## src/rtl/lns_pkg.sv

```systemverilog
// Shared types and constants for the length N-statistics block.
// Used by every module of the block; depends on nothing.
package lns_pkg;

    localparam int MAX_ITEMS_DEF = 4096;
    localparam int LEN_W         = 31;
    localparam int VAL_W         = 43;
    localparam int RANK_W        = 13;
    localparam int KIND_W        = 3;
    // 49 * total needs VAL_W + 6 bits
    localparam int DIV_W         = VAL_W + 6;

    typedef enum logic [KIND_W-1:0] {
        KIND_N98,
        KIND_N75,
        KIND_N50,
        KIND_N25,
        KIND_TOTAL,
        KIND_NONE
    } t_kind;

    typedef enum logic [3:0] {
        B_IDLE,
        B_HINIT,
        B_HRD,
        B_HROOT,
        S_LEFT,
        S_RIGHT,
        S_PICK,
        W_STEP,
        E_TOP,
        E_LAST,
        B_EMIT
    } t_bstate;

endpackage

```

## src/rtl/lns_jobq.sv

```systemverilog
// Two-entry queue of set descriptors between the load side and the report side.
// Depends on lns_pkg for VAL_W in the default width W.
module lns_jobq import lns_pkg::*; #(
    parameter int W = VAL_W + 14
) (
    input  logic         i_clk,
    input  logic         i_rst_n,
    input  logic         i_push,
    input  logic [W-1:0] i_data,
    output logic         o_full,
    input  logic         i_pop,
    output logic         o_valid,
    output logic [W-1:0] o_data
);

    logic [W-1:0] r_mem [2];
    logic         r_wp;
    logic         r_rp;
    logic [1:0]   r_cnt;
    logic         do_push;
    logic         do_pop;

    assign o_full  = r_cnt == 2'd2;
    assign o_valid = r_cnt != 2'd0;
    assign o_data  = r_mem[r_rp];
    assign do_push = i_push && !o_full;
    assign do_pop  = i_pop && o_valid;

    always_ff @(posedge i_clk) begin
        if (do_push) begin
            r_mem[r_wp] <= i_data;
        end
    end

    always_ff @(posedge i_clk) begin
        if (!i_rst_n) begin
            r_wp  <= 1'b0;
            r_rp  <= 1'b0;
            r_cnt <= '0;
        end else begin
            if (do_push) begin
                r_wp <= !r_wp;
            end
            if (do_pop) begin
                r_rp <= !r_rp;
            end
            r_cnt <= r_cnt + {1'b0, do_push} - {1'b0, do_pop};
        end
    end

endmodule

```

## config.mk

```make
export PLATFORM = sky130hd
export DESIGN_NAME = lns_jobq
export DESIGN_NICKNAME = d
export VERILOG_FILES = /design/src/rtl/lns_pkg.sv /design/src/rtl/lns_jobq.sv
export SDC_FILE = /design/constraint.sdc
export NUM_CORES = 1
export LEC_CHECK = 0
export BUFFER_PORTS_ARGS = -buffer_cell sky130_fd_sc_hd__buf_2
export CAP_MARGIN = 10
export CORE_MARGIN = 4
export CORE_UTILIZATION = 52
export CTS_BUF_LIST = sky130_fd_sc_hd__clkbuf_16
export DETAILED_ROUTE_END_ITERATION = 8
export PLACE_DENSITY = 0.88
export SLEW_MARGIN = 20
export SYNTH_ARGS = -nofsm -noshare
export SYNTH_HDL_FRONTEND = slang
export SYNTH_SLANG_ARGS = --single-unit
```

## constraint.sdc

```tcl
create_clock -name i_clk -period 4.2 [get_ports i_clk]
set_clock_uncertainty 0.15 [all_clocks]
set_input_delay 0.63 -clock i_clk [delete_from_list [all_inputs] [get_ports i_clk]]
set_output_delay 0.63 -clock i_clk [all_outputs]
set_load 0.01 [all_outputs]
```

==> results.json, run 1 <==
{
  "status": "complete, no violations",
  "syn_avg_cell_area_um2": 22.0,
  "crit_type": "register to output pin",
  "area_delta_synth_final_pct": 28.6,
  "slew_headroom": 0.383,
  "cts_resized": 0,
  "core-area_um2": 8300,
  "drcViolationCount": 0,
  "std_cell_rows": 33,
  "timing.fmax_ghz": 0.364,
  "critPathMaxStageDelay_ps": 920,
  "start_util": 0.538,
  "hold_violations": 0,
  "cts.sinks": 119,
  "internal_power_mw": 2.81,
  "avgRoutedWirePerCell_um": 16.7,
  "grt_start_max_net_pins": 58,
  "clk_latency_ps": 400,
  "met2_usage": 0.268,
  "wl_um": 7620,
  "startpoint_type": "register",
  "ys_ff_latch": 119,
  "setup_violations": 0,
  "hold_class": "primary input to register",
  "ant_nets": 0,
  "cts_buffer_depth": 2,
  "power_frac_comb": 0.197,
  "worst_setup_path_end_kind": "output pin",
  "period_share": 0.655,
  "htree_levels": 4,
  "power_density_nw_per_um2": 649,
  "grt_usage": 0.157,
  "nets": 401,
  "cts-buffers-inserted": 17,
  "worst_path_dominant_cell_family": "flip-flops",
  "rrSetupSlack_ps": 1940,
  "drive_gt1_frac": 0.593,
  "die_area_um2": 10100,
  "numPortBuffers": 119,
  "rsz0062_at_grt": "false",
  "synthDistinctLibCells": 18,
  "cp_num_buf_inv": 1,
  "vias": 2263,
  "antenna_found_initial": 1,
  "die_w_um": 101,
  "place_hpwl_um": 5000,
  "final_common_cell": "buf_2",
  "use_met1": 0.174,
  "path_clk_slew_ps": 50,
  "cts_setup_buffers": 0,
  "crit_end": "o_data[20]",
  "syn_area_um2": 4470,
  "grt_pass1_vias": 2367,
  "p_leak_nw": 2.28,
  "p_seq_frac": 0.435,
  "top_usage_layer": "met2",
  "stdcell_count": 456,
  "yosysSeqAreaShare": 0.789,
  "firstDrtPassIters": 6,
  "setup_ws_ps": 1450,
  "n_antenna_cell": 0,
  "cts-root-buf": "clkbuf_16",
  "setup_tns_ps": 0,
  "slew_violations": 0,
  "finalPower_mw": 3.73,
  "viasPerCell": 4.96,
  "post-place-ws_ps": 1730,
  "r2r_end": "r_mem[1][32]$_DFFE_PP_",
  "r2r_start": "r_cnt[0]$_SDFF_PN0_",
  "yosys_warnings": 0,
  "place_congestion": 0.738,
  "required_ps": 3420,
  "arrival_ps": 1970,
  "cts_tree": "done",
  "die_y_um": 101,
  "syn_nets": 266,
  "grt-ovfl-total": 0,
  "vdd_ir_drop_max_v": 0.000446,
  "synth_cells": 203,
  "max_cap_violations": 0,
  "utilization": 0.692,
  "reg2regPathDepth": 3,
  "fin_crit_ps": 2750,
  "grtUsageMet3": 0.0699,
  "path_cells": "mux2_2 -> buf_2",
  "grt_pass1_wl_um": 11600,
  "dp_cells": 424,
  "p_sw_mw": 0.915,
  "initialDrtViolationCount": 73,
  "cts_hold_buf": 0,
  "crit_fanout": 57,
  "slowest_stage": "dfxtp_4",
  "cp.depth": 2,
  "ios": 120,
  "most-common-layout-cells": "buf_2, edfxtp_1, mux2_4",
  "worst_pin_slew_ps": 925,
  "switching_share": 0.245,
  "p_clk_frac": 0.368
}
## per-stage QoR
stage          cell area, um2  hold WS (ps)
6_report                 5750           271
5_1_grt                  5750           246
4_1_cts                  5750           250
3_5_place_dp             5170           370
3_3_place_gp             5170           345
2_1_floorplan            4470           305
## power groups by stage
| stage | registers, mW | logic [mW] | clock network (mW) |
|---|---|---|---|
| 6_report | 1.62 | 0.733 | 1.37 |
| 3_5_place_dp | 1.65 | 0.745 | 0 |
| 5_1_grt | 1.64 | 0.792 | 1.46 |
| 4_1_cts | 1.63 | 0.749 | 1.40 |
| 3_3_place_gp | 1.64 | 0.725 | 0 |
| 2_1_floorplan | 1.56 | 0.566 | 0 |
## layer usage
| metal | share of wire | wire, um |
|---|---|---|
| met3 | 0.066 | 501 |
| met4 | 0.0071 | 54 |
| met2 | 0.53 | 4060 |
| met1 | 0.39 | 2990 |
| met5 | 0.0017 | 13 |
## cell type report
| class | instances | area [um2] |
|---|---|---|
| multi-input combinational | 75 | 886 |
| clock buffer | 17 | 425 |
| inverter | 3 | 11.3 |
| fill | 581 | 2550 |
| timing repair buffer | 122 | 618 |
| tap | 105 | 131 |
| clock inverter | 15 | 146 |
| sequential | 119 | 3530 |
## worst min-delay path by stage
stage | start | endpoint | depth (start not counted)
2_1_floorplan | r_wp$_SDFFE_PN0N_ | r_wp$_SDFFE_PN0N_ | 2
3_3_place_gp | r_rp$_SDFFE_PN0P_ | r_rp$_SDFFE_PN0P_ | 2
3_5_place_dp | r_rp$_SDFFE_PN0P_ | register | 2
4_1_cts | i_data[28] | r_mem[0][28]$_DFFE_PP_ | 1
5_1_grt | i_data[36] | r_mem[1][36]$_DFFE_PP_ | 1
6_report | i_data[36] | r_mem[1][36]$_DFFE_PP_ | 1
## worst reg2reg max path, stage by stage, from the launching register on
cell and delay [ps]:
dfxtp_1 360, nand2b_1 170, and3_2 820, buf_4 430
## flip-flops by register name, summed over array words and instances, names as in the netlist, named ones only
register,count
r_wp,1
r_mem,114
r_cnt,2
r_rp,1
## cells in the mapped netlist
cell type,count,area [um2]
dfxtp_1,5,100
inv_1,3,11.3
or2_2,1,6.26
o21a_1,1,7.51
mux2i_1,1,10.0
and3_1,1,6.26
mux2_4,30,450
ha_1,2,25.0
nand2b_1,2,12.5
xor2_1,1,8.76
buf_2,2,10.0
nor2_1,4,15.0
xnor2_1,2,17.5
and2_1,1,6.26
mux2_2,27,304
buf_6,4,45.0
nand2_1,2,7.51
edfxtp_1,114,3420
## cell families (layout without fill, tap and decap cells)
kind of cell,count (synthesis),in the layout,synth area share
mux,58,58,0.171
buf+inv,9,157,0.0148
flops,119,119,0.789
simple gates,11,11,0.0120
xor+xnor,3,3,0.00588
fa+ha+maj,2,2,0.00560
compound gates,1,1,0.00168
No activity file was read; power rests on OpenSTA's default activity.
==> run 2: changes to the inputs <==
==> constraint.sdc (replaced) <==
create_clock -name i_clk -period 2.6 [get_ports i_clk]
set_clock_uncertainty 0.15 [all_clocks]
set_input_delay 0.39 -clock i_clk [delete_from_list [all_inputs] [get_ports i_clk]]
set_output_delay 0.39 -clock i_clk [all_outputs]
set_load 0.01 [all_outputs]
==> run 2 against run 1 <==
Setup slack lost 1100 ps. Wire length is 6.3% lower. Critical endpoint is now o_data[5]. Cell area is 1.3% higher.
==> results.json, run 2 (synthesis results as in run 1) <==
{
  "grt_pass1_wl_um": 11300,
  "most-common-layout-cells": "buf_2, edfxtp_1, mux2_4",
  "reg2regPathDepth": 8,
  "place_congestion": 0.689,
  "required_ps": 2060,
  "met2_length_um": 3730,
  "regMostFlops": "r_mem",
  "grt_start_max_net_pins": 58,
  "wl_um": 7140,
  "initialDrtViolationCount": 84,
  "top_regs": "r_mem x114, r_cnt x2",
  "startpoint_type": "register",
  "numPortBuffers": 119,
  "worst_setup_path_end_kind": "output pin",
  "cts_buffer_depth": 2,
  "avgRoutedWirePerCell_um": 15.6,
  "die_area_um2": 10100,
  "path_clk_slew_ps": 50,
  "status": "complete, no violations",
  "post-place-ws_ps": 735,
  "r2r_start": "r_cnt[0]$_SDFF_PN0_",
  "internal_power_mw": 4.67,
  "arrival_ps": 1700,
  "slew_headroom": 0.661,
  "std_cell_rows": 33,
  "crit_type": "register to output pin",
  "crit_end": "o_data[5]",
  "start_util": 0.538,
  "r2r_end": "r_cnt[1]$_SDFF_PN0_",
  "multi_input_area_um2": 886,
  "p_sw_mw": 1.49,
  "clk_latency_ps": 390,
  "antenna_found_initial": 0,
  "period_share": 0.863,
  "wl_met1_um": 2780,
  "p_seq_frac": 0.403,
  "max_cap_violations": 0,
  "grt_pass1_vias": 2454,
  "power_frac_comb": 0.215,
  "cts_resized": 0,
  "path_cells": "buf_4 -> mux2_2 -> buf_2",
  "final_common_cell": "buf_2",
  "ant_nets": 0,
  "die_w_um": 101,
  "rsz0062_at_grt": "false",
  "power_density_nw_per_um2": 1060,
  "firstDrtPassIters": 5,
  "die_y_um": 101,
  "cts_setup_buffers": 0,
  "highest_layer": "met4",
  "hold_class": "primary input to register",
  "area_delta_synth_final_pct": 30.3,
  "utilization": 0.701,
  "vias": 2222,
  "viasPerCell": 4.86,
  "n_antenna_cell": 0,
  "critPathMaxStageDelay_ps": 430,
  "crit_fanout": 30,
  "rrSetupSlack_ps": 830,
  "largest_reg_flops": 114,
  "cts-root-buf": "clkbuf_16",
  "seq_area_um2": 3530,
  "drive_gt1_frac": 0.602,
  "slew_violations": 0,
  "p_clk_frac": 0.381,
  "whs_path_depth": 1,
  "worst_pin_slew_ps": 508,
  "setup_ws_ps": 357,
  "slowest_stage": "buf_4",
  "ios": 120,
  "vdd_ir_drop_max_v": 0.000721,
  "setup_violations": 0,
  "grt-ovfl-total": 0,
  "timing.fmax_ghz": 0.446,
  "place_hpwl_um": 4830,
  "nets": 402,
  "fin_crit_ps": 2240,
  "fillers": 535,
  "core-area_um2": 8300,
  "cts_hold_buf": 0,
  "drcViolationCount": 0,
  "grt_usage": 0.148,
  "cts_tree": "done",
  "htree_levels": 4,
  "cts.sinks": 119,
  "hold_violations": 0,
  "routed-wl-met3_um": 552,
  "setup_tns_ps": 0,
  "cts-buffers-inserted": 17,
  "p_leak_nw": 2.31,
  "switching_share": 0.241
}
-- run 2: changes by cell type in the layout (fill, tap and decap cells not counted) --
cell and delta:
buf_12 +2, buf_4 -1, bufinv_16 +1, clkinv_1 -2, clkinv_2 -1, clkinv_4 +2, inv_1 -1, inv_6 +1
-- run 2: worst min-delay path by stage --
| stage | end | slack [ps] | start |
|---|---|---|---|
| 2_1_floorplan | register | 330 | r_rp$_SDFFE_PN0P_ |
| 3_3_place_gp | register | 340 | r_rp$_SDFFE_PN0P_ |
| 3_5_place_dp | r_wp$_SDFFE_PN0N_ | 370 | r_wp$_SDFFE_PN0N_ |
| 4_1_cts | r_mem[1][40]$_DFFE_PP_ | 20 | i_data[40] |
| 5_1_grt | r_mem[1][12]$_DFFE_PP_ | 20 | i_data[12] |
| 6_report | r_mem[1][13]$_DFFE_PP_ | 40 | i_data[13] |
-- run 2: cell type report --
| type | instances | area share |
|---|---|---|
| Inverter | 3 | 0.00194 |
| Clock buffer | 17 | 0.0731 |
| Timing Repair Buffer | 123 | 0.112 |
| Sequential cell | 119 | 0.606 |
| Tap cell | 105 | 0.0226 |
| Multi-Input combinational cell | 75 | 0.152 |
| Clock inverter | 15 | 0.0320 |
-- run 2: power groups by stage --
stage                     Sequential [mW]  Clock, mW  Combinational (mW)
after floorplan                      2.51          0               0.919
after global placement               2.51          0                1.33
after detailed placement             2.52          0                1.35
after CTS                            2.49       2.40                1.36
after global routing                 2.51       2.49                1.44
final                                2.48       2.35                1.32
-- run 2: layer usage --
layer,track usage,vias to the layer above
met5,0,-
met4,0.0508,0
met3,0.0581,8
met2,0.260,86
met1,0.163,1058
li1,-,1070
-- run 2: worst max-delay path, delay by kind of cell, from the launching register on --
family | cells | cell delay [ps]
buffers and inverters | 2 | 570
multiplexers | 1 | 400
flip-flops | 1 | 330
-- run 2: metrics by stage --
stage / cell area [um2] / total power [mW] / instances / hold WS [ps]
finish: 5820 / 6.16 / 457 / 35.6
detailed placement: 5210 / 3.88 / 425 / 368
global route: 5820 / 6.44 / 457 / 20.4
floorplan: 4470 / 3.43 / 203 / 331
global placement: 5210 / 3.84 / 425 / 342
CTS: 5820 / 6.25 / 457 / 17.4
==> run 3: changes to the inputs <==
--- a/config.mk
+++ b/config.mk
@@ -8,10 +8,10 @@
 export BUFFER_PORTS_ARGS = -buffer_cell sky130_fd_sc_hd__buf_2
 export CAP_MARGIN = 10
 export CORE_MARGIN = 4
-export CORE_UTILIZATION = 52
+export CORE_UTILIZATION = 46
 export CTS_BUF_LIST = sky130_fd_sc_hd__clkbuf_16
 export DETAILED_ROUTE_END_ITERATION = 8
-export PLACE_DENSITY = 0.88
+export PLACE_DENSITY = 0.8
 export SLEW_MARGIN = 20
 export SYNTH_ARGS = -nofsm -noshare
 export SYNTH_HDL_FRONTEND = slang
==> run 3 against run 2 <==
Global-route usage down 0.12 points. Clock power down 6%. First-iteration DRC count down 4.8%. Fmax down 2.7%. Cell area up 0.11%. Sequential share of layout area down 0.065 points. Setup slack worse by 63 ps. Sequential power up 2%. Core utilization down 7.7 points. Worst hold slack worse by 2.0 ps. Via count up 1.9%. Largest cell class unchanged. Largest power group unchanged.
==> results.json, run 3 (synthesis results as in run 1) <==
{
  "cts_setup_buffers": 0,
  "startpoint_type": "register",
  "ant_nets": 0,
  "die_y_um": 107,
  "multi_input_area_um2": 886,
  "grt_usage": 0.147,
  "holdCritStartpoint": "i_data[41]",
  "place_hpwl_um": 5320,
  "area_delta_synth_final_pct": 30.4,
  "clk_latency_ps": 390,
  "setup_tns_ps": 0,
  "arrival_ps": 1770,
  "grt_start_max_net_pins": 36,
  "max_cap_violations": 0,
  "p_leak_nw": 2.30,
  "fin_crit_ps": 2310,
  "grt_pass1_wl_um": 12400,
  "finalPower_mw": 6.05,
  "r2r_start": "r_cnt[0]$_SDFF_PN0_",
  "setup_violations": 0,
  "seq_area_um2": 3530,
  "crit_type": "register to output pin",
  "hold_class": "primary input to register",
  "slew_headroom": 0.682,
  "fillers": 680,
  "viasPerCell": 4.70,
  "rrSetupSlack_ps": 800,
  "drcViolationCount": 0,
  "htree_levels": 4,
  "cts_resized": 0,
  "path_clk_slew_ps": 50,
  "required_ps": 2060,
  "firstDrtPassIters": 4,
  "dp_cells": 452,
  "wl_um": 7960,
  "avgRoutedWirePerCell_um": 16.5,
  "period_share": 0.887,
  "cts-root-buf": "clkbuf_16",
  "most-common-layout-cells": "buf_2, edfxtp_1, mux2_4",
  "final_common_cell": "buf_2",
  "nets": 405,
  "numPortBuffers": 119,
  "std_cell_rows": 35,
  "hold_violations": 0,
  "vias": 2264,
  "die_area_um2": 11400,
  "worst_setup_path_end_kind": "output pin",
  "timing.fmax_ghz": 0.434,
  "status": "complete, no violations",
  "cts_tree": "done",
  "drive_gt1_frac": 0.603,
  "power_density_nw_per_um2": 1040,
  "largest_reg_flops": 114,
  "rsz0062_at_grt": "false",
  "grt-ovfl-total": 0,
  "cts_hold_buf": 0,
  "top_regs": "r_mem x114, r_cnt x2",
  "grt_pass1_vias": 2440,
  "crit_fanout": 21,
  "vdd_ir_drop_max_v": 0.000708,
  "hold_ws_ps": 33.6,
  "cts.sinks": 119,
  "core-area_um2": 9330,
  "cts-buffers-inserted": 17,
  "slew_violations": 0,
  "stdcell_count": 482,
  "initialDrtViolationCount": 80,
  "antenna_found_initial": 1,
  "n_antenna_cell": 0,
  "place_congestion": 0.692,
  "cts_buffer_depth": 2,
  "die_w_um": 107,
  "ios": 120,
  "regMostFlops": "r_mem",
  "utilization": 0.624,
  "worst_pin_slew_ps": 477,
  "start_util": 0.479
}
run 3: per-layer routing:
| metal | global-route usage | wire [um] |
|---|---|---|
| met1 | 0.174 | 3260 |
| met2 | 0.242 | 4020 |
| met3 | 0.0546 | 545 |
| met4 | 0.0630 | 111 |
| met5 | 0 | 19 |
run 3: per-stage QoR:
step | setup WS, ps | area [um2]
after floorplan | 149 | 4470
after global placement | 699 | 5260
after detailed placement | 672 | 5260
after CTS | 255 | 5820
after global routing | 204 | 5820
final | 294 | 5820
run 3: report_power, final:
part | internal [mW] | switching, mW
logic | 0.678 | 0.634
registers | 2.42 | 0.113
clock network | 1.47 | 0.742
total | 4.56 | 1.49
run 3: worst paths after layout:
check	end	cells past startpoint
setup / recovery	o_data[55]	3
hold / removal	r_mem[1][41]$_DFFE_PP_	1
setup reg to reg	r_cnt[1]$_SDFF_PN0_	8
hold reg to reg	r_wp$_SDFFE_PN0N_	2
run 3: final cells by class:
| cell class | count | share of cell area |
|---|---|---|
| Timing Repair Buffer | 126 | 0.116 |
| Multi-Input combinational cell | 75 | 0.152 |
| Inverter | 3 | 0.00193 |
| Sequential cell | 119 | 0.606 |
| Clock buffer | 17 | 0.0730 |
| Tap cell | 129 | 0.0277 |
| Clock inverter | 13 | 0.0241 |
run 3: critical path: stages, from the launching register on:
cell and delay, ps:
dfxtp_4 520, buf_4 370, mux2_4 330, buf_2 140
