$ cat src/rtl/lns_pkg.sv
// Shared types and constants for the length N-statistics block.
// Used by every module of the block; depends on nothing.
package lns_pkg;

    localparam int MAX_ITEMS_DEF = 4096;
    localparam int LEN_W         = 31;
    localparam int VAL_W         = 43;
    localparam int RANK_W        = 13;
    localparam int KIND_W        = 3;
    // 49 * total needs VAL_W + 6 bits
    localparam int DIV_W         = VAL_W + 6;

    typedef enum logic [KIND_W-1:0] {
        KIND_N98,
        KIND_N75,
        KIND_N50,
        KIND_N25,
        KIND_TOTAL,
        KIND_NONE
    } t_kind;

    typedef enum logic [3:0] {
        B_IDLE,
        B_HINIT,
        B_HRD,
        B_HROOT,
        S_LEFT,
        S_RIGHT,
        S_PICK,
        W_STEP,
        E_TOP,
        E_LAST,
        B_EMIT
    } t_bstate;

endpackage

$ cat src/rtl/lns_front.sv
// Load side: accepts lengths, writes them to the store, keeps count, sum, drop flag.
// Depends on lns_pkg; hands a finished set to the job queue.
module lns_front import lns_pkg::*; #(
    parameter int MAX_ITEMS = MAX_ITEMS_DEF,
    parameter int AW        = $clog2(MAX_ITEMS),
    parameter int CW        = $clog2(MAX_ITEMS + 1),
    parameter int JW        = CW + VAL_W + 1
) (
    input  logic             i_clk,
    input  logic             i_rst_n,
    input  logic             i_valid,
    output logic             o_ready,
    input  logic [LEN_W-1:0] i_length,
    input  logic             i_has_length,
    input  logic             i_last,
    input  logic             i_release,
    input  logic             i_job_full,
    output logic             o_job_valid,
    output logic [JW-1:0]    o_job,
    output logic             o_wr_en,
    output logic [AW-1:0]    o_wr_addr,
    output logic [LEN_W-1:0] o_wr_data
);

    logic [CW-1:0]    r_count, n_count;
    logic [VAL_W-1:0] r_total, n_total;
    logic             r_drop, n_drop;
    logic             r_lock;
    logic             accept;
    logic             room;

    assign o_ready = !r_lock && !i_job_full;
    assign accept  = i_valid && o_ready;
    assign room    = r_count < CW'(MAX_ITEMS);

    always_comb begin
        n_count = r_count;
        n_total = r_total;
        n_drop  = r_drop;
        if (i_has_length) begin
            if (room) begin
                n_count = r_count + 1'b1;
                n_total = r_total + VAL_W'(i_length);
            end else begin
                n_drop = 1'b1;
            end
        end
    end

    assign o_wr_en     = accept && i_has_length && room;
    assign o_wr_addr   = r_count[AW-1:0];
    assign o_wr_data   = i_length;
    assign o_job_valid = accept && i_last;
    assign o_job       = {n_count, n_total, n_drop};

    always_ff @(posedge i_clk) begin
        if (!i_rst_n) begin
            r_count <= '0;
            r_total <= '0;
            r_drop  <= 1'b0;
            r_lock  <= 1'b0;
        end else begin
            if (accept) begin
                if (i_last) begin
                    // hold off the next set until the back end frees the store
                    r_count <= '0;
                    r_total <= '0;
                    r_drop  <= 1'b0;
                    r_lock  <= 1'b1;
                end else begin
                    r_count <= n_count;
                    r_total <= n_total;
                    r_drop  <= n_drop;
                end
            end
            if (i_release) begin
                r_lock <= 1'b0;
            end
        end
    end

endmodule

$ cat config.mk
export PLATFORM = sky130hd
export DESIGN_NAME = lns_front
export DESIGN_NICKNAME = d
export VERILOG_FILES = /design/src/rtl/lns_pkg.sv /design/src/rtl/lns_front.sv
export SDC_FILE = /design/constraint.sdc
export NUM_CORES = 1
export LEC_CHECK = 0
export CAP_MARGIN = 20
export CORE_AREA = 10 10 101 103
export CTS_CLUSTER_DIAMETER = 50
export DETAILED_ROUTE_END_ITERATION = 7
export DIE_AREA = 0 0 111 113
export DONT_BUFFER_PORTS = 1
export PLACE_DENSITY = 0.79
export SETUP_SLACK_MARGIN = 0.4
export SYNTH_ARGS = -nofsm -noshare
export SYNTH_HDL_FRONTEND = slang
export SYNTH_SLANG_ARGS = --single-unit
export TNS_END_PERCENT = 10
$ cat constraint.sdc
create_clock -name i_clk -period 5 [get_ports i_clk]
set_input_delay 1 -clock i_clk [delete_from_list [all_inputs] [get_ports i_clk]]
set_output_delay 1 -clock i_clk [all_outputs]
set_load 0.01 [all_outputs]
==> results of run 1 <==
==> worst paths after layout <==
path,startpoint,to,slack (ns),cells past startpoint
hold / removal,r_total[25],r_total[25],0.48,2
setup / recovery,i_length[9],o_job[28],0.59,10
hold reg to reg,r_total[25],r_total[25],0.48,2
setup reg to reg,r_total[0],r_total[40],2.15,10
==> cells by family after synthesis <==
kind of cell	synth area share (%)
adders and majority gates	8.16
AOI/OAI and AO/OA	25.7
buffers and inverters	10.2
DFF	22.5
and+or+nand+nor	24.5
xor gates and xnor gates	8.50
muxes	0.389
==> area by class of cell <==
class / count / area [sq um]
clock buffers: 12 / 155
repair buffers: 6 / 45.0
clock inverters: 4 / 26.3
flip-flops and latches: 58 / 1160
well taps: 105 / 131
fillers: 774 / 3100
inverters: 11 / 41.3
multi-input cells: 563 / 3470
==> through the flow <==
step	utilization (%)	std cells
after global routing	61.9	759
final	61.9	759
after global placement	59.6	743
after detailed placement	59.6	743
after CTS	61.8	759
after floorplan	-	716
==> cell usage after synthesis (all sizes together), types with 3 or more instances <==
master and count:
a21oi 55, and2 17, nor2 64, dfxtp 58, and3 9, nor4 4
o21bai 6, nand4 19, a31oi 7, a211oi 4, inv 11, xor2 27
nor3 12, xnor2 23, a32o 3, nor2b 5, a22oi 17, o31ai 6
clkbuf 36, o21ai 71, buf 48, ha 32, a21boi 3, nand2 97
or4 3, a21o 10, nand3 22, o21a 4, o211ai 3, or3 8
==> per-layer routing <==
| metal | GRT usage [%] | up-vias | wire length [um] |
|---|---|---|---|
| li1 | - | 2389 | - |
| met1 | 24.5 | 2287 | 5830 |
| met2 | 36.9 | 194 | 7060 |
| met3 | 8.03 | 27 | 1330 |
| met4 | 8.59 | 0 | 291 |
| met5 | 0 | - | 0 |
==> cells in the final DEF (no fill, tap or decap), types with 3 or more instances in the layout <==
cell,count
a211oi_2,3
a21o_1,10
a21oi_1,54
a22oi_1,17
a31oi_1,7
a32o_1,3
and2_1,17
and3_1,9
buf_4,6
clkbuf_8,11
dfxtp_1,58
ha_1,32
inv_1,11
nand2_1,94
nand3_1,21
nand4_1,19
nor2_1,64
nor2b_1,5
nor3_1,12
nor4_1,4
o211ai_1,3
o21a_1,4
o21ai_0,63
o21ai_1,8
o21bai_1,6
o31ai_1,6
or3_1,8
or4_1,3
xnor2_1,23
xor2_1,27
==> critical path, stage by stage <==
cell      delay, ns
ha_1           0.38
and4_1         0.25
o2111a_1       0.21
a211oi_2       0.07
buf_4          0.16
o21ai_1        0.32
a22o_1         0.27
a21boi_2       0.12
or4_1          0.49
nand3_1        0.14
==> power groups by stage <==
stage	clock (W)	combinational, W	sequential [W]
after global placement	0	0.000191	0.000486
after CTS	0.000416	0.000196	0.000476
after global routing	0.000440	0.000219	0.000477
after detailed placement	0	0.000195	0.000487
after floorplan	0	0.000183	0.000484
final	0.000412	0.000197	0.000476
==> sequential cells by signal, indices dropped and copies added (netlist names) <==
name	flops
r_total	43
r_count	13
r_drop	1
r_lock	1
==> impl_metrics.py, run 1 <==
metrics = {
    "synth": {
        "synth_cell_types": 62,
        "syn-instance-count": 716,
        "synth.area.top_cells": "dfxtp_1 23%, ha_1 7.8%, nand2_1 6.9%",
        "async_flop_share_pct": 0,
        "synth_top_area_share_pct": 22.5,
        "synth_edf_count": 0,
        "synth.avg_cell_area_sq_um": 7.19,
        "syn-num-nets": 787,
        "ys_ff_latch": 58,
        "syn-cell-area_sq_um": 5150,
        "yosys_most_used_dff": "dfxtp_1",
        "synth-seq-area-share_pct": 22.5,
        "yosys.area.top_type": "dfxtp_1",
        "ys_warn_count": 0,
    },
    "setup_path": {
        "required_ns": 4.00,
        "arrival_ns": 3.41,
        "path_max_fanout": 7,
        "end_kind": "output pin",
        "worstSetupPathType": "input port to output pin",
        "worst_setup_path_start_kind": "input port",
    },
    "placement": {
        "place_ws_ns": 0.628,
        "place_area_sq_um": 4840,
        "gp_congestion": 0.920,
        "io_buffers": 0,
        "dp_hpwl_um": 10800,
    },
    "floorplan": {
        "start_util_pct": 63.3,
        "fp.coreArea_sq_um": 8130,
        "die_w_um": 111,
        "placementRows": 33,
        "dieArea_sq_um": 12500,
        "pin_count": 141,
        "die_h_um": 113,
    },
    "flow_run": {
        "drv_cap": 0,
    },
    "power": {
        "combPwrFrac_pct": 18.1,
        "clkPwrFrac_pct": 38.0,
        "p_total_w": 0.00109,
        "power_density_nw_per_um2": 216,
        "p_sw_share_pct": 32.1,
        "intPower_w": 0.000737,
        "p_leak_nw": 1.98,
        "ir_worst_vdd_mv": 0.165,
        "p_seq_share_pct": 43.9,
        "switching_power_w": 0.000349,
    },
    "timing": {
        "drv_slew": 0,
        "period_share_pct": 88.3,
        "skew_ns": 0.00900,
        "tns_ns": 0,
        "grt_setup_unrepaired": "no",
        "period_needed_ns": 4.41,
        "worst_slack_ns": 0.586,
        "hold_viol": 0,
        "slew_headroom_pct": 28.3,
        "setup_viol": 0,
        "tightestPinTransition_ns": 1.08,
        "hold_ws_ns": 0.478,
        "max_clock_freq_ghz": 0.227,
    },
    "finish": {
        "area.growth.synth_to_final_pct": -2.31,
        "nets": 720,
        "layout-drive-gt1-share_pct": 5.35,
        "design_area_sq_um": 5030,
        "antenna_cells": 0,
    },
    "global_routing": {
        "overflow": 0,
        "grt_start_max_net_pins": 43,
        "track_usage_pct": 21.8,
        "grt_pass1_vias": 4743,
        "antenna_found_initial": 0,
        "grt_first_pass_wirelength_um": 23300,
    },
    "cts": {
        "cts_inserted_buffers": 9,
        "clock_latency_ns": 0.34,
        "cts.htree.levels": 3,
        "cts_hold_buf": 0,
        "clk_path_buf_depth": 2,
        "post_cts_buffers": 0,
        "root_buffer": "clkbuf_8",
        "clk_pin_slew_ns": 0.06,
        "cts_resized": 0,
        "clock-sinks": 58,
        "cts_tree": "built",
    },
    "routing": {
        "drc": 0,
        "routed_wl_um": 14500,
        "postRouteAntennaNets": 0,
        "dr.pass1.iters": 5,
        "vias_per_cell": 6.45,
        "vias": 4897,
        "drt-wirelength-per-cell_um": 19.1,
        "drt_iter0_drc": 296,
    },
    "run_status": {
        "status": "finished, final reports clean",
    },
    "min_path": {
        "hp-class": "flip-flop to flip-flop",
    },
}
No activity file was read; power rests on OpenSTA's default activity.
==> inputs of run 2 (changes only) <==
BUFFER_PORTS_ARGS = -buffer_cell sky130_fd_sc_hd__buf_4   (was unset)
CORE_AREA = 10 10 106 108   (was 10 10 101 103)
DIE_AREA = 0 0 116 118   (was 0 0 111 113)
DONT_BUFFER_PORTS = unset   (was 1)
PLACE_DENSITY = 0.85   (was 0.79)
clock period = 5.7 ns   (was 5 ns; I/O delays follow)
==> impl_metrics.py, run 2 (same netlist as run 1, synthesis figures left out) <==
metrics = {
    "finish": {
        "nFillCells": 813,
        "antenna_cells": 0,
        "area.growth.synth_to_final_pct": 18.4,
        "largest_register": "r_total",
        "reg.largest.list": "r_total (43), r_count (13)",
        "multi_input_area_sq_um": 3470,
        "layout_commonest_cell": "buf_4",
        "final_cell_mix": "146 x buf_4, 94 x nand2_1, 64 x nor2_1, 63 x o21ai_0, 58 x dfxtp_1",
        "design_area_sq_um": 6100,
        "layout-drive-gt1-share_pct": 21.9,
        "nets": 860,
        "regArea_sq_um": 1160,
        "largest_register_ff_count": 43,
    },
    "power": {
        "switching_power_w": 0.000334,
        "power_density_nw_per_um2": 175,
        "p_sw_share_pct": 31.3,
        "p_seq_share_pct": 39.1,
        "p_total_w": 0.00107,
        "combPwrFrac_pct": 24.1,
        "ir_worst_vdd_mv": 0.103,
        "intPower_w": 0.000732,
        "p_leak_nw": 2.70,
        "clkPwrFrac_pct": 36.7,
    },
    "placement": {
        "gp_congestion": 0.947,
        "place_area_sq_um": 5900,
        "dp_hpwl_um": 12100,
        "place_ws_ns": 0.706,
        "io_buffers": 140,
    },
    "setup_path": {
        "worst_setup_path_start_kind": "input port",
        "crit_family": "compound AO/OA/AOI/OAI gates",
        "path_max_fanout": 4,
        "r2r_slack_ns": 2.75,
        "end_kind": "output pin",
        "path_cells": "buf_4 > ha_1 > a211oi_1 > o211ai_1 > a211oi_2 > o21ai_1 > a22o_1 > a21boi_2 > xor2_1 > o21ai_1 > buf_4",
        "setup.worst_path.start": "i_length[1]",
        "critPathBufInv": 2,
        "cp_slowest_cell": "a211oi_2",
        "arrival_ns": 3.89,
        "rr_endpoint": "r_total[25]",
        "required_ns": 4.56,
        "worstSetupPathType": "input port to output pin",
        "max_stage_delay_ns": 0.45,
        "reg2reg_depth": 9,
        "timing.rr.start": "r_total[1]",
    },
    "flow_run": {
        "drv_cap": 0,
    },
    "cts": {
        "cts_tree": "built",
        "clock_latency_ns": 0.34,
        "post_cts_buffers": 0,
        "clock-sinks": 58,
        "cts_hold_buf": 0,
        "clk_pin_slew_ns": 0.07,
        "clk_path_buf_depth": 2,
        "cts_inserted_buffers": 9,
        "root_buffer": "clkbuf_8",
        "cts.htree.levels": 3,
        "cts_resized": 0,
    },
    "timing": {
        "slew_headroom_pct": 43.5,
        "skew_ns": 0.0103,
        "period_share_pct": 88.2,
        "setup_viol": 0,
        "max_clock_freq_ghz": 0.199,
        "worst_slack_ns": 0.670,
        "tns_ns": 0,
        "hold_ws_ns": 0.486,
        "grt_setup_unrepaired": "no",
        "hold_viol": 0,
        "period_needed_ns": 5.03,
        "tightestPinTransition_ns": 0.837,
        "drv_slew": 0,
    },
    "routing": {
        "drt-wirelength-per-cell_um": 17.5,
        "vias_per_cell": 6.04,
        "dr.pass1.iters": 7,
        "postRouteAntennaNets": 0,
        "drt_iter0_drc": 379,
        "drc": 0,
        "vias": 5464,
        "routed_wl_um": 15800,
    },
    "floorplan": {
        "die_h_um": 118,
        "dieArea_sq_um": 13700,
        "start_util_pct": 56.5,
        "fp.coreArea_sq_um": 9110,
        "die_w_um": 116,
        "pin_count": 141,
        "placementRows": 35,
    },
    "global_routing": {
        "globalRouteMet2Util_pct": 37.9,
        "antenna_found_initial": 0,
        "grt-busiest-layer": "met2",
        "grt_start_max_net_pins": 41,
        "overflow": 0,
        "use_met3_pct": 6.42,
        "grt_pass1_vias": 5362,
        "grt_first_pass_wirelength_um": 26000,
        "track_usage_pct": 22.4,
        "gr-usage-met1_pct": 26.7,
    },
    "min_path": {
        "worstHoldStart": "r_drop",
        "hold_depth": 2,
        "hp-class": "flip-flop to flip-flop",
        "worstHoldEndpoint": "r_drop",
    },
    "run_status": {
        "status": "finished, final reports clean",
    },
}
[run 2: changes by cell type in the layout (fill, tap and decap cells not counted)]
cell / previous run / this run
a211oi_2: 3 / 2
bufinv_16: 0 / 1
buf_4: 6 / 146
clkinvlp_4: 1 / 0
clkinv_2: 2 / 3
clkbuf_8: 11 / 10
a211oi_1: 1 / 2
[run 2: worst max path at each step]
| stage | endpoint | slack (ns) | cells after the start |
|---|---|---|---|
| 2_1_floorplan | o_job[26] | 1.36 | 9 |
| 3_3_place_gp | o_job[26] | 0.78 | 11 |
| 5_1_grt | o_job[26] | 0.49 | 11 |
| 3_5_place_dp | o_job[26] | 0.71 | 11 |
| 6_report | o_job[26] | 0.67 | 11 |
| 4_1_cts | o_job[26] | 0.69 | 11 |
[run 2: area by class of cell]
type                       instances  area share [%]
clock buffer                      11            2.32
timing repair buffer             146            18.0
inverter                          11           0.677
tap                              111            2.28
clock inverter                     5           0.882
sequential                        58            19.0
multi-input combinational        563            56.8
[run 2: through the flow]
stage	instances	util, %
floorplan	716	-
global placement	889	64.8
detailed placement	889	64.8
CTS	905	67.0
global route	905	67.0
finish	905	67.0
[run 2: routing by layer]
layer / wire length, um / up-vias
met3: 1460 / 18
met5: 0 / -
met2: 7760 / 219
li1: - / 2665
met4: 166 / 0
met1: 6460 / 2562
[run 2: power by group through the flow]
stage	sequential, W	clock, W	combinational, W
after CTS	0.000417	0.000400	0.000257
after global routing	0.000418	0.000416	0.000282
after floorplan	0.000425	0	0.000161
after global placement	0.000426	0	0.000250
after detailed placement	0.000427	0	0.000256
final	0.000417	0.000392	0.000257
[run 2: worst reg2reg max path, cell delays in order (launching register included)]
cell and delay (ns):
dfxtp_1 0.40, ha_1 0.28, a211oi_1 0.37, o211ai_1 0.19
a211oi_2 0.45, o21ai_1 0.24, a22o_1 0.32, a21boi_2 0.28
xor2_1 0.21, o21ai_1 0.09
==> inputs of run 3 (changes only) <==
CELL_PAD_IN_SITES_DETAIL_PLACEMENT = 1   (was unset)
CELL_PAD_IN_SITES_GLOBAL_PLACEMENT = 2   (was unset)
CORE_AREA = 10 10 138 140   (was 10 10 106 108)
DIE_AREA = 0 0 148 150   (was 0 0 116 118)
PLACE_DENSITY = unset   (was 0.85)
PLACE_DENSITY_LB_ADDON = 0.1   (was unset)
==> impl_metrics.py, run 3 (same netlist as run 1, synthesis figures left out) <==
metrics = {
    "global_routing": {
        "grt_start_max_net_pins": 37,
        "antenna_found_initial": 0,
        "track_usage_pct": 16.9,
        "overflow": 0,
        "grt_pass1_vias": 5787,
        "grt_first_pass_wirelength_um": 30500,
    },
    "finish": {
        "largest_register": "r_total",
        "regArea_sq_um": 1160,
        "nets": 861,
        "reg.largest.list": "r_total (43), r_count (13)",
        "utilization_pct": 38.7,
        "area.growth.synth_to_final_pct": 23.0,
        "multi_input_area_sq_um": 3470,
        "final_cell_mix": "147 x buf_4, 94 x nand2_1, 64 x nor2_1, 63 x o21ai_0, 58 x dfxtp_1",
        "largest_register_ff_count": 43,
        "layout-drive-gt1-share_pct": 21.9,
        "layout_commonest_cell": "buf_4",
        "antenna_cells": 0,
        "nFillCells": 2076,
    },
    "floorplan": {
        "die_h_um": 150,
        "start_util_pct": 31.5,
        "fp.coreArea_sq_um": 16300,
        "placementRows": 47,
        "die_w_um": 148,
        "pin_count": 141,
        "dieArea_sq_um": 22200,
    },
    "power": {
        "p_total_w": 0.00123,
        "power_density_nw_per_um2": 194,
        "ir_worst_vdd_mv": 0.130,
        "p_leak_nw": 2.73,
    },
    "cts": {
        "cts.htree.levels": 3,
        "clk_pin_slew_ns": 0.05,
        "clk_path_buf_depth": 2,
        "root_buffer": "clkbuf_16",
        "cts_resized": 0,
        "cts_inserted_buffers": 9,
        "clock-sinks": 58,
        "clock_latency_ns": 0.33,
        "post_cts_buffers": 0,
        "cts_hold_buf": 0,
        "cts_tree": "built",
    },
    "timing": {
        "setup_viol": 0,
        "hold_viol": 0,
        "tns_ns": 0,
        "max_clock_freq_ghz": 0.202,
        "skew_ns": 0.00775,
        "grt_setup_unrepaired": "no",
        "slew_headroom_pct": 41.4,
        "tightestPinTransition_ns": 0.868,
        "drv_slew": 0,
        "period_share_pct": 86.6,
        "period_needed_ns": 4.94,
    },
    "flow_run": {
        "drv_cap": 0,
    },
    "setup_path": {
        "path_cells": "buf_4 > ha_1 > a21oi_1 > a21boi_1 > a211oi_2 > buf_4 > o21ai_1 > a22o_1 > a21boi_2 > xor2_1 > o21ai_1 > buf_4",
        "cp_common_cell": "buf_4",
        "path_max_fanout": 8,
        "max_stage_delay_ns": 0.40,
        "worstSetupPathType": "input port to output pin",
        "required_ns": 4.56,
        "cp_slowest_cell": "ha_1",
        "worst_setup_path_start_kind": "input port",
        "end_kind": "output pin",
        "arrival_ns": 3.80,
    },
    "routing": {
        "dr.pass1.iters": 4,
        "postRouteAntennaNets": 0,
        "vias_per_cell": 5.32,
        "vias": 5398,
        "drt_iter0_drc": 252,
        "drc": 0,
        "drt-wirelength-per-cell_um": 18.9,
        "routed_wl_um": 19200,
    },
    "run_status": {
        "status": "finished, final reports clean",
    },
    "placement": {
        "io_buffers": 140,
        "gp_congestion": 0.846,
        "dp_hpwl_um": 14700,
    },
    "min_path": {
        "hp-class": "flip-flop to flip-flop",
    },
}
==> run 3: routing by layer <==
metal	wire length (um)	global-route usage (%)	share of wire, %	up-vias
met3	1150	5.01	6.0	22
met2	9270	29.2	48	119
met5	0	0	0	-
li1	-	-	-	2660
met1	8440	19.6	44	2597
met4	291	5.05	1.5	0
==> run 3: layout make-up <==
type                       instances  share of cell area, %
multi-input combinational        563                   54.7
clock buffer                      11                   3.67
timing repair buffer             147                   17.4
tap                              220                   4.35
sequential                        58                   18.3
clock inverter                     5                  0.869
inverter                          11                  0.652
==> run 3: through the flow <==
step	hold slack [ns]	worst slack, ns	instances	cell area, sq um
after floorplan	0.439	1.36	716	5150
after global placement	0.453	0.826	999	6050
after detailed placement	0.474	0.782	999	6050
after CTS	0.482	0.763	1015	6330
after global routing	0.514	0.526	1015	6330
final	0.479	0.762	1015	6330
==> run 3: power breakdown <==
part	internal (W)	switching (W)
clock	0.000337	0.000211
sequential	0.000412	0.00000657
combinational	0.000108	0.000156
==> run 3: critical path, delay by kind of cell <==
kind | cells | cell delay, ns
compound gates | 7 | 1.55
buf+inv | 3 | 0.47
fa+ha+maj | 1 | 0.40
xor+xnor | 1 | 0.22
==> run 3: final timing paths <==
kind | startpoint | endpoint | slack [ns] | cells after the start
hold reg to reg | r_total[25] | r_total[25] | 0.48 | 2
setup / recovery | i_length[11] | o_job[26] | 0.76 | 12
setup reg to reg | r_total[0] | r_total[40] | 2.68 | 10
hold / removal | r_total[25] | r_total[25] | 0.48 | 2
